==> config.mk <==
export PLATFORM = sky130hd
export DESIGN_NAME = button_debounce_gesture_fsm
export DESIGN_NICKNAME = d
export VERILOG_FILES = /design/src/rtl/core/bdg_pkg.sv /design/src/rtl/core/bdg_key_step.sv /design/src/rtl/core/button_debounce_gesture_fsm.sv
export SDC_FILE = /design/constraint.sdc
export NUM_CORES = 1
export LEC_CHECK = 0
export ABC_AREA = 0
export BUFFER_PORTS_ARGS = -buffer_cell sky130_fd_sc_hd__buf_2
export CAP_MARGIN = 20
export CORE_MARGIN = 2
export CORE_UTILIZATION = 30
export CTS_BUF_LIST = sky130_fd_sc_hd__clkbuf_4 sky130_fd_sc_hd__clkbuf_8 sky130_fd_sc_hd__clkbuf_16
export DETAILED_ROUTE_END_ITERATION = 8
export PLACE_DENSITY = 0.52
export SYNTH_ARGS = -nofsm -noshare
export SYNTH_HDL_FRONTEND = slang
export SYNTH_SLANG_ARGS = --single-unit
==> constraint.sdc <==
create_clock -name clk -period 7.4 [get_ports clk]
set_input_delay 1.48 -clock clk [delete_from_list [all_inputs] [get_ports clk]]
set_output_delay 1.48 -clock clk [all_outputs]
set_load 0.01 [all_outputs]
==> src/rtl/core/bdg_pkg.sv <==
`default_nettype none

package bdg_pkg;

    // Fixed field and register widths
    localparam int CFG_W      = 16;
    localparam int BUTTON_W   = 3;
    localparam int CFG_IDX_W  = 2;
    localparam int IN_DATA_W  = 8;
    localparam int OUT_DATA_W = 16;

    // Defaults for the top-level parameters
    localparam int NUM_KEYS_DEF   = 5;
    localparam int TICK_WIDTH_DEF = 16;

    // Register indexes on the configuration channel
    localparam logic [CFG_IDX_W-1:0] CFG_STABLE_TICKS       = 2'd0;
    localparam logic [CFG_IDX_W-1:0] CFG_LONG_PRESS_TICKS   = 2'd1;
    localparam logic [CFG_IDX_W-1:0] CFG_DOUBLE_CLICK_TICKS = 2'd2;

    // Register reset values
    localparam logic [CFG_W-1:0] STABLE_TICKS_RST       = 16'd10;
    localparam logic [CFG_W-1:0] LONG_PRESS_TICKS_RST   = 16'd200;
    localparam logic [CFG_W-1:0] DOUBLE_CLICK_TICKS_RST = 16'd50;

    typedef enum logic
    {
        REQ_TICK   = 1'b0,
        REQ_CHANGE = 1'b1
    } req_t;

    typedef enum logic [2:0]
    {
        ST_IDLE    = 3'd0,
        ST_PRESSED = 3'd1,
        ST_CLICK   = 3'd2,
        ST_DOUBLE  = 3'd3,
        ST_LONG    = 3'd4
    } gesture_state_t;

    typedef enum logic [2:0]
    {
        EV_NONE         = 3'd0,
        EV_CLICK        = 3'd1,
        EV_LONG         = 3'd2,
        EV_DOUBLE       = 3'd3,
        EV_LONG_RELEASE = 3'd4
    } gesture_event_t;

    typedef enum logic [1:0]
    {
        BEEP_NONE   = 2'd0,
        BEEP_SHORT  = 2'd1,
        BEEP_LONG   = 2'd2,
        BEEP_DOUBLE = 2'd3
    } beep_t;

    // What one item reports about its button
    typedef struct packed
    {
        gesture_event_t evt;
        beep_t          beep;
        logic           level;
        gesture_state_t state;
    } key_result_t;

endpackage

`default_nettype wire

==> src/rtl/core/bdg_key_step.sv <==
`default_nettype none

// Update of one button's state for one item: debounce on a pin change,
// the gesture machine and the hold counter on a tick.
module bdg_key_step
#(
    parameter int TICK_WIDTH = bdg_pkg::TICK_WIDTH_DEF
)
(
    input  wire bdg_pkg::req_t             req_type,
    input  wire logic                      pin_level,
    input  wire bdg_pkg::gesture_state_t   cur_state,
    input  wire logic                      cur_level,
    input  wire logic [TICK_WIDTH-1:0]     cur_hold,
    input  wire logic [bdg_pkg::CFG_W-1:0] stable_ticks,
    input  wire logic [bdg_pkg::CFG_W-1:0] long_press_ticks,
    input  wire logic [bdg_pkg::CFG_W-1:0] double_click_ticks,
    output bdg_pkg::gesture_state_t        next_state,
    output logic                           next_level,
    output logic [TICK_WIDTH-1:0]          next_hold,
    output logic                           flag_we,
    output bdg_pkg::key_result_t           result
);

    import bdg_pkg::*;

    localparam int CMP_W = (TICK_WIDTH > CFG_W) ? TICK_WIDTH : CFG_W;

    logic [CMP_W-1:0] hold_ext;
    logic             stable_reached;
    logic             long_reached;
    logic             double_expired;
    logic             is_tick;
    gesture_event_t   evt;
    beep_t            beep;

    assign hold_ext       = CMP_W'(cur_hold);
    assign stable_reached = hold_ext >= CMP_W'(stable_ticks);
    assign long_reached   = hold_ext == CMP_W'(long_press_ticks);
    assign double_expired = hold_ext >= CMP_W'(double_click_ticks);
    assign is_tick        = req_type == REQ_TICK;

    // Next state of the gesture machine
    always_comb
    begin
        next_state = cur_state;
        if (is_tick)
        begin
            unique case (cur_state)
                ST_IDLE:
                begin
                    if (cur_level)
                        next_state = ST_PRESSED;
                end
                ST_PRESSED:
                begin
                    if (!cur_level)
                        next_state = ST_CLICK;
                    else if (long_reached)
                        next_state = ST_LONG;
                end
                ST_CLICK:
                begin
                    if (double_expired)
                        next_state = ST_IDLE;
                    else if (cur_level)
                        next_state = ST_DOUBLE;
                end
                ST_DOUBLE:
                begin
                    if (!cur_level)
                        next_state = ST_IDLE;
                end
                ST_LONG:
                begin
                    if (!cur_level)
                        next_state = ST_IDLE;
                end
                default:
                begin
                    next_state = ST_IDLE;
                end
            endcase
        end
    end

    // Event and beep raised on the transition
    always_comb
    begin
        evt  = EV_NONE;
        beep = BEEP_NONE;
        if (is_tick)
        begin
            unique case (cur_state)
                ST_IDLE:
                begin
                    if (cur_level)
                        beep = BEEP_SHORT;
                end
                ST_PRESSED:
                begin
                    if (!cur_level)
                        evt = EV_CLICK;
                    else if (long_reached)
                    begin
                        evt  = EV_LONG;
                        beep = BEEP_LONG;
                    end
                end
                ST_CLICK:
                begin
                    if (!double_expired && cur_level)
                    begin
                        evt  = EV_DOUBLE;
                        beep = BEEP_DOUBLE;
                    end
                end
                ST_LONG:
                begin
                    if (!cur_level)
                        evt = EV_LONG_RELEASE;
                end
                default:
                begin
                    evt  = EV_NONE;
                    beep = BEEP_NONE;
                end
            endcase
        end
    end

    // Debounce and hold counter
    always_comb
    begin
        next_level = cur_level;
        if (is_tick)
        begin
            next_hold = (cur_hold == {TICK_WIDTH{1'b1}}) ? cur_hold
                                                         : cur_hold + 1'b1;
        end
        else
        begin
            next_hold = '0;
            if (stable_reached)
                next_level = pin_level;
        end
    end

    assign flag_we      = evt != EV_NONE;
    assign result.evt   = evt;
    assign result.beep  = beep;
    assign result.level = next_level;
    assign result.state = next_state;

endmodule

`default_nettype wire

==> src/rtl/core/button_debounce_gesture_fsm.sv <==
// Pipeline: an accepted input item goes into the input register, then into the result
// register, from which it is offered on the output.
// Throughput: one item per cycle while the output side keeps up, set by the
// read-modify-write of the per-button state between the input and result registers.
// Reset (rst_n low, asynchronous): every button idle, released, no event and a zero
// hold counter; registers back to 10, 200 and 50 ticks; both pipeline stages empty.
`default_nettype none

module button_debounce_gesture_fsm
#(
    parameter int NUM_KEYS   = bdg_pkg::NUM_KEYS_DEF,
    parameter int TICK_WIDTH = bdg_pkg::TICK_WIDTH_DEF
)
(
    input  wire logic                          clk,
    input  wire logic                          rst_n,

    // Input items
    input  wire logic                          s_axis_tvalid,
    output logic                               s_axis_tready,
    // [2:0] button_index, [3] pin_level, [7:4] zero
    input  wire logic [bdg_pkg::IN_DATA_W-1:0] s_axis_tdata,
    // [0] req_type
    input  wire logic                          s_axis_tuser,

    // Result items
    output logic                               m_axis_tvalid,
    input  wire logic                          m_axis_tready,
    // [2:0] button_out, [5:3] gesture_event, [7:6] beep_request,
    // [8] debounced_pressed, [11:9] gesture_state, [15:12] zero
    output logic [bdg_pkg::OUT_DATA_W-1:0]     m_axis_tdata,

    // Configuration writes
    input  wire logic                          cfg_valid,
    output logic                               cfg_ready,
    input  wire logic [bdg_pkg::CFG_IDX_W-1:0] cfg_index,
    input  wire logic [bdg_pkg::CFG_W-1:0]     cfg_data
);

    import bdg_pkg::*;

    // Index width for the per-button storage.
    localparam int KEY_W = (NUM_KEYS > 1) ? $clog2(NUM_KEYS) : 1;

    // Configuration registers. Writes are always taken; an index beyond the
    // three registers is simply dropped.
    logic [CFG_W-1:0] stable_ticks_reg;
    logic [CFG_W-1:0] long_press_ticks_reg;
    logic [CFG_W-1:0] double_click_ticks_reg;

    assign cfg_ready = 1'b1;

    always_ff @(posedge clk or negedge rst_n)
    begin
        if (!rst_n)
        begin
            stable_ticks_reg       <= STABLE_TICKS_RST;
            long_press_ticks_reg   <= LONG_PRESS_TICKS_RST;
            double_click_ticks_reg <= DOUBLE_CLICK_TICKS_RST;
        end
        else if (cfg_valid && cfg_ready)
        begin
            if (cfg_index == CFG_STABLE_TICKS)
                stable_ticks_reg <= cfg_data;
            if (cfg_index == CFG_LONG_PRESS_TICKS)
                long_press_ticks_reg <= cfg_data;
            if (cfg_index == CFG_DOUBLE_CLICK_TICKS)
                double_click_ticks_reg <= cfg_data;
        end
    end

    // Pipeline control. The result register advances when it is empty or
    // being taken; the input register advances with it, so an item enters
    // every cycle while the output side keeps up.
    logic in_valid_reg;
    logic out_valid_reg;
    logic out_advance;
    logic step_fire;

    assign out_advance   = !out_valid_reg || m_axis_tready;
    assign step_fire     = in_valid_reg && out_advance;
    assign s_axis_tready = !in_valid_reg || out_advance;
    assign m_axis_tvalid = out_valid_reg;

    // Input register
    req_t                in_req_reg;
    logic [BUTTON_W-1:0] in_button_reg;
    logic                in_pin_reg;

    always_ff @(posedge clk or negedge rst_n)
    begin
        if (!rst_n)
            in_valid_reg <= 1'b0;
        else if (s_axis_tready)
            in_valid_reg <= s_axis_tvalid;
    end

    always_ff @(posedge clk)
    begin
        if (s_axis_tvalid && s_axis_tready)
        begin
            in_req_reg    <= req_t'(s_axis_tuser);
            in_button_reg <= s_axis_tdata[BUTTON_W-1:0];
            in_pin_reg    <= s_axis_tdata[BUTTON_W];
        end
    end

    // Per-button state. The last event is kept for each button, although no
    // result reports it.
    gesture_state_t        state_reg [NUM_KEYS];
    logic                  level_reg [NUM_KEYS];
    gesture_event_t        flag_reg  [NUM_KEYS];
    logic [TICK_WIDTH-1:0] hold_reg  [NUM_KEYS];

    logic [KEY_W-1:0] key;
    logic             key_in_range;

    assign key          = KEY_W'(in_button_reg);
    assign key_in_range = 6'(in_button_reg) < 6'(NUM_KEYS);

    gesture_state_t        next_state;
    logic                  next_level;
    logic [TICK_WIDTH-1:0] next_hold;
    logic                  flag_we;
    key_result_t           step_result;

    bdg_key_step
    #(
        .TICK_WIDTH (TICK_WIDTH)
    )
    u_step
    (
        .req_type           (in_req_reg),
        .pin_level          (in_pin_reg),
        .cur_state          (state_reg[key]),
        .cur_level          (level_reg[key]),
        .cur_hold           (hold_reg[key]),
        .stable_ticks       (stable_ticks_reg),
        .long_press_ticks   (long_press_ticks_reg),
        .double_click_ticks (double_click_ticks_reg),
        .next_state         (next_state),
        .next_level         (next_level),
        .next_hold          (next_hold),
        .flag_we            (flag_we),
        .result             (step_result)
    );

    // Write back only for a button that exists; others leave all state alone.
    always_ff @(posedge clk or negedge rst_n)
    begin
        if (!rst_n)
        begin
            for (int k = 0; k < NUM_KEYS; k++)
            begin
                state_reg[k] <= ST_IDLE;
                level_reg[k] <= 1'b0;
                flag_reg[k]  <= EV_NONE;
                hold_reg[k]  <= '0;
            end
        end
        else if (step_fire && key_in_range)
        begin
            state_reg[key] <= next_state;
            level_reg[key] <= next_level;
            hold_reg[key]  <= next_hold;
            if (flag_we)
                flag_reg[key] <= step_result.evt;
        end
    end

    // Result register. An unknown button reports zeros beside its echo.
    key_result_t         res_next;
    key_result_t         res_reg;
    logic [BUTTON_W-1:0] res_button_reg;

    always_comb
    begin
        if (key_in_range)
            res_next = step_result;
        else
            res_next = '{evt: EV_NONE, beep: BEEP_NONE, level: 1'b0, state: ST_IDLE};
    end

    always_ff @(posedge clk or negedge rst_n)
    begin
        if (!rst_n)
            out_valid_reg <= 1'b0;
        else if (out_advance)
            out_valid_reg <= in_valid_reg;
    end

    always_ff @(posedge clk)
    begin
        if (step_fire)
        begin
            res_reg        <= res_next;
            res_button_reg <= in_button_reg;
        end
    end

    assign m_axis_tdata = {4'b0000, res_reg.state, res_reg.level, res_reg.beep,
                           res_reg.evt, res_button_reg};

    // A processed item always lands in the result register on the next edge.
    a_step_to_output: assert property (@(posedge clk) disable iff (!rst_n)
        step_fire |=> out_valid_reg)
        else $error("processed item did not reach the result register");

    // A long press event comes with the long beep and the long press state.
    a_long_consistent: assert property (@(posedge clk) disable iff (!rst_n)
        (out_valid_reg && res_reg.evt == EV_LONG) |->
            (res_reg.beep == BEEP_LONG && res_reg.state == ST_LONG))
        else $error("long press event without long beep and state");

    // A click leaves the machine in the click state.
    a_click_state: assert property (@(posedge clk) disable iff (!rst_n)
        (out_valid_reg && res_reg.evt == EV_CLICK) |-> res_reg.state == ST_CLICK)
        else $error("click event outside the click state");

    // An unknown button reports nothing but its echo.
    a_unknown_button: assert property (@(posedge clk) disable iff (!rst_n)
        (out_valid_reg && !(6'(res_button_reg) < 6'(NUM_KEYS))) |->
            (m_axis_tdata[OUT_DATA_W-1:BUTTON_W] == '0))
        else $error("unknown button reported state");

    // A stalled result must not be overwritten by a new item.
    a_stall_holds: assert property (@(posedge clk) disable iff (!rst_n)
        (out_valid_reg && !m_axis_tready) |-> !step_fire)
        else $error("result overwritten while stalled");

endmodule

`default_nettype wire

==> flow_summary_export.csv <==
group,metric,value,unit
yosys,post-synth-top-area-fraction,40.5,%
floorplan,placement_rows,62,
yosys,synth-async-reset-ratio,89.8,%
timing,max_freq,0.211,GHz
timing,setup_total_negative_slack,0,ns
floorplan,pin_count,51,
yosys,synth.lib_cells_used.distinct,76,
finish,layout.nets,901,
power_and_ir_drop,power_leakage,4.51,nW
placed_design,place.gp.congestion,0.766,
timing,hold_viol,0,
critical_path,timing.critical_path.from_type,"flip-flop",
run_status,status,"completed",
clock_network,numCtsBuffers,17,
global_routing,grt_pass1_vias,6252,
critical_path,worst-r2r-cell-count,14,
yosys,synth_area_leaders,"sky130_fd_sc_hd__dfrtp_1, sky130_fd_sc_hd__mux2_2, sky130_fd_sc_hd__edfxtp_1",
finish,design_area,9940,sq um
placed_design,detailedPlace.worstSlack,2.66,ns
placed_design,detailedPlacementHpwl,15300,um
yosys,yosysWarnings,0,
clock_network,post_cts_resize_count,0,
floorplan,floorplan.initialDensity,30.5,%
clock_network,clock-sinks,167,
global_routing,wire_length_of_the_first_global_routing_pass,35600,um
finish,n_antenna_cell,0,
floorplan,die_height,175,um
global_routing,grt_start_max_net_pins,93,
clock_network,clock_slew_at_the_register_clock_pins_of_the_worst_setup_and_hold_paths,0.06,ns
job,timing.max_cap.violations,0,
detailed_routing,first_iter_violations,357,
global_routing,grtUsageTotal,15.1,%
placed_design,placed_cell_areas,9340,sq um
clock_network,cts_tree,"done",
clock_network,cts_hold_repair.buffers,0,
critical_path,critical_path_peak_fanout,23,
global_routing,globalRoute.totalOverflow,0,
timing,max_slew_margin,36.8,%
detailed_routing,met3RoutedLength,712,um
yosys,yosys_most_used_dff,"sky130_fd_sc_hd__dfrtp_1",
timing,fin_ws,2.67,ns
worst_hold_path,worst_hold_path.num_cells,2,
finish,post_route_cells_drive_above_1_share,25.9,%
floorplan,core,28800,sq um
power_and_ir_drop,ratio_of_total_power_to_cell_area,231,nW/um^2
critical_path,cpPeakStageDelay,0.66,ns
clock_network,cts_post_setup_buffers_inserted,0,
global_routing,grt_antenna_before_repair,0,
placed_design,buffer_ports.inserted,41,
power_and_ir_drop,post-layout-total-power,2.30,mW
timing,timing_max_transition_violations_final,0,
yosys,synth_sequential_area_ratio,48.7,%
yosys,post_synth_edffs,17,
timing,grt_setup_unrepaired,"no",
detailed_routing,viasPerCell,4.92,
detailed_routing,route.final.wire_length,22300,um
finish,layoutNonFillerInstCount,1233,
detailed_routing,drt_pre_antenna_iters,5,
yosys,synth.top_cells.by_count,"sky130_fd_sc_hd__dfrtp_1, sky130_fd_sc_hd__nand2_1, sky130_fd_sc_hd__mux2_2",
clock_network,ctsLongestPathBuffers,2,
detailed_routing,dr_total_vias,6062,
yosys,synth_seq_cells,167,
yosys,synth.cell_area,8780,sq um
critical_path,worst_ep_arrival_time,5.00,ns
timing,worst_clock_skew,0.0117,ns
yosys,post_synth_inst_count,803,
detailed_routing,met2_length,10400,um
yosys,synth_top_cell_by_area,"sky130_fd_sc_hd__dfrtp_1",
detailed_routing,routedLengthMet1,11000,um
placed_design,placed_instance_count,1201,
timing,setup_viol_count_final,0,
detailed_routing,route.detailed.drc,0,
finish,flip_flop_count_of_the_largest_register_after_layout,80,
critical_path,critical_path.endpoint_type,"flip-flop",
finish,area_growth,13.3,%
detailed_routing,highest_layer,"met4",
timing,final_period_minus_worst_setup_slack,4.73,ns
clock_network,cts.root.buffer_cell,"sky130_fd_sc_hd__clkbuf_16",
worst_hold_path,min_path_type,"flip-flop to flip-flop",
critical_path,critPathRequiredTime,7.67,ns
clock_network,clk-insertion-delay-late,0.43,ns
timing,fin_crit_sh,63.9,%
floorplan,die_width,175,um
detailed_routing,ant_nets,0,
critical_path,cell_chain_critical_path,"buf_4, nand2b_1, nor2_1, nor3_1, inv_1, ha_1, nand2_1, o21ai_0, a21oi_1, o31ai_1, a21oi_1, mux2_2, a221oi_2, o21ai_0",
detailed_routing,wl_per_cell,18.1,um
floorplan,dieArea,30600,sq um
critical_path,timing_worst_setup_path_type,"flip-flop to flip-flop",
power_and_ir_drop,vdd_drop_max,0.107,mV
yosys,most_frequent_cell_after_synthesis,"sky130_fd_sc_hd__dfrtp_1",
finish,postLayoutCoreUtil,34.5,%
clock_network,h_tree_depth,4,
critical_path,critical-path-slowest-cell,"sky130_fd_sc_hd__nand2b_1",
timing,finalHoldWorstSlack,0.477,ns
yosys,syn_avg_cell_area,10.9,sq um
timing,worst-slew-pin-transition,0.945,ns
==> metal layers <==
layer  GRT usage, %  vias up
li1               -     2900
met1           20.9     3039
met2           24.3      109
met3           3.07       14
met4           3.78        0
met5              0        -
==> cells by family (layout without fill, tap and decap cells) <==
kind of cell	after synthesis	count (layout)	synth area share, %
AND/OR/NAND/NOR	222	222	13.3
buffers and inverters	85	128	4.65
other	2	5	0.0855
multiplexers	99	99	12.4
XOR/XNOR	24	24	2.82
AO/OA/AOI/OAI	171	171	13.3
flip-flops	167	167	48.7
adder cells (fa/ha/maj)	33	33	4.70
==> where the power goes <==
| group | switching [mW] | internal, mW |
|---|---|---|
| clock network | 0.372 | 0.557 |
| logic | 0.183 | 0.127 |
| registers | 0.0425 | 1.02 |
| total | 0.598 | 1.70 |
==> layout make-up <==
cell class,instances,area (sq um)
Inverter,41,154
Timing Repair Buffer,55,317
Tap cell,384,480
Clock inverter,9,128
Fill cell,2886,18800
Sequential cell,167,4270
Multi-Input combinational cell,554,4110
Clock buffer,23,477
==> worst paths after layout <==
path                                       startpoint  slack [ns]                       end
setup / recovery           in_button_reg[0]$_DFFE_PP_        2.67  state_reg[7]$_DFFE_PN0P_
hold / removal               hold_reg[19]$_DFFE_PN0P_        0.48  hold_reg[19]$_DFFE_PN0P_
setup reg to reg           in_button_reg[0]$_DFFE_PP_        2.67  state_reg[7]$_DFFE_PN0P_
hold reg to reg              hold_reg[19]$_DFFE_PN0P_        0.48  hold_reg[19]$_DFFE_PN0P_
max in group asynchronous                       rst_n        4.90  level_reg[3]$_DFFE_PN0P_
min in group asynchronous                       rst_n        1.14  hold_reg[22]$_DFFE_PN0P_
==> placed cells by master, fill, tap and decap left out, types with 6 or more instances in the layout <==
cell                        netlist  routed
sky130_fd_sc_hd__buf_2            5      40
sky130_fd_sc_hd__dfstp_2          8       8
sky130_fd_sc_hd__nand2b_1         8       8
sky130_fd_sc_hd__dfrtp_1        142     142
sky130_fd_sc_hd__edfxtp_1        17      17
sky130_fd_sc_hd__o21ai_2          6       6
sky130_fd_sc_hd__o22ai_1          6       6
sky130_fd_sc_hd__nor2b_1          6       6
sky130_fd_sc_hd__xnor2_1         13      13
sky130_fd_sc_hd__nor3_1           9       9
sky130_fd_sc_hd__a21o_1           8       8
sky130_fd_sc_hd__buf_4            8      14
sky130_fd_sc_hd__mux2i_1         24      24
sky130_fd_sc_hd__nand2_1         90      90
sky130_fd_sc_hd__ha_1            33      33
sky130_fd_sc_hd__nor2_1          31      31
sky130_fd_sc_hd__o21ai_0         72      72
sky130_fd_sc_hd__xor2_1           6       6
sky130_fd_sc_hd__nor3_2           6       6
sky130_fd_sc_hd__or2_2           10      10
sky130_fd_sc_hd__a22oi_1          7       7
sky130_fd_sc_hd__nand3_1         12      12
sky130_fd_sc_hd__clkbuf_16        0      17
sky130_fd_sc_hd__mux2_2          73      73
sky130_fd_sc_hd__nand3b_1        14      14
sky130_fd_sc_hd__inv_1           41      41
sky130_fd_sc_hd__nand4_1          6       6
sky130_fd_sc_hd__a21oi_1         23      23
sky130_fd_sc_hd__a22o_1          15      15
==> worst max-delay path: cells and delay by family (launching register included) <==
kind                     cells  cell delay (ns)
AND/OR/NAND/NOR              4             1.32
adder cells (fa/ha/maj)      1             0.34
buffers and inverters        2             0.44
AO/OA/AOI/OAI                6             1.76
flip-flops                   1             0.36
multiplexers                 1             0.33
Note: power is estimated with default switching activity, not from simulation.
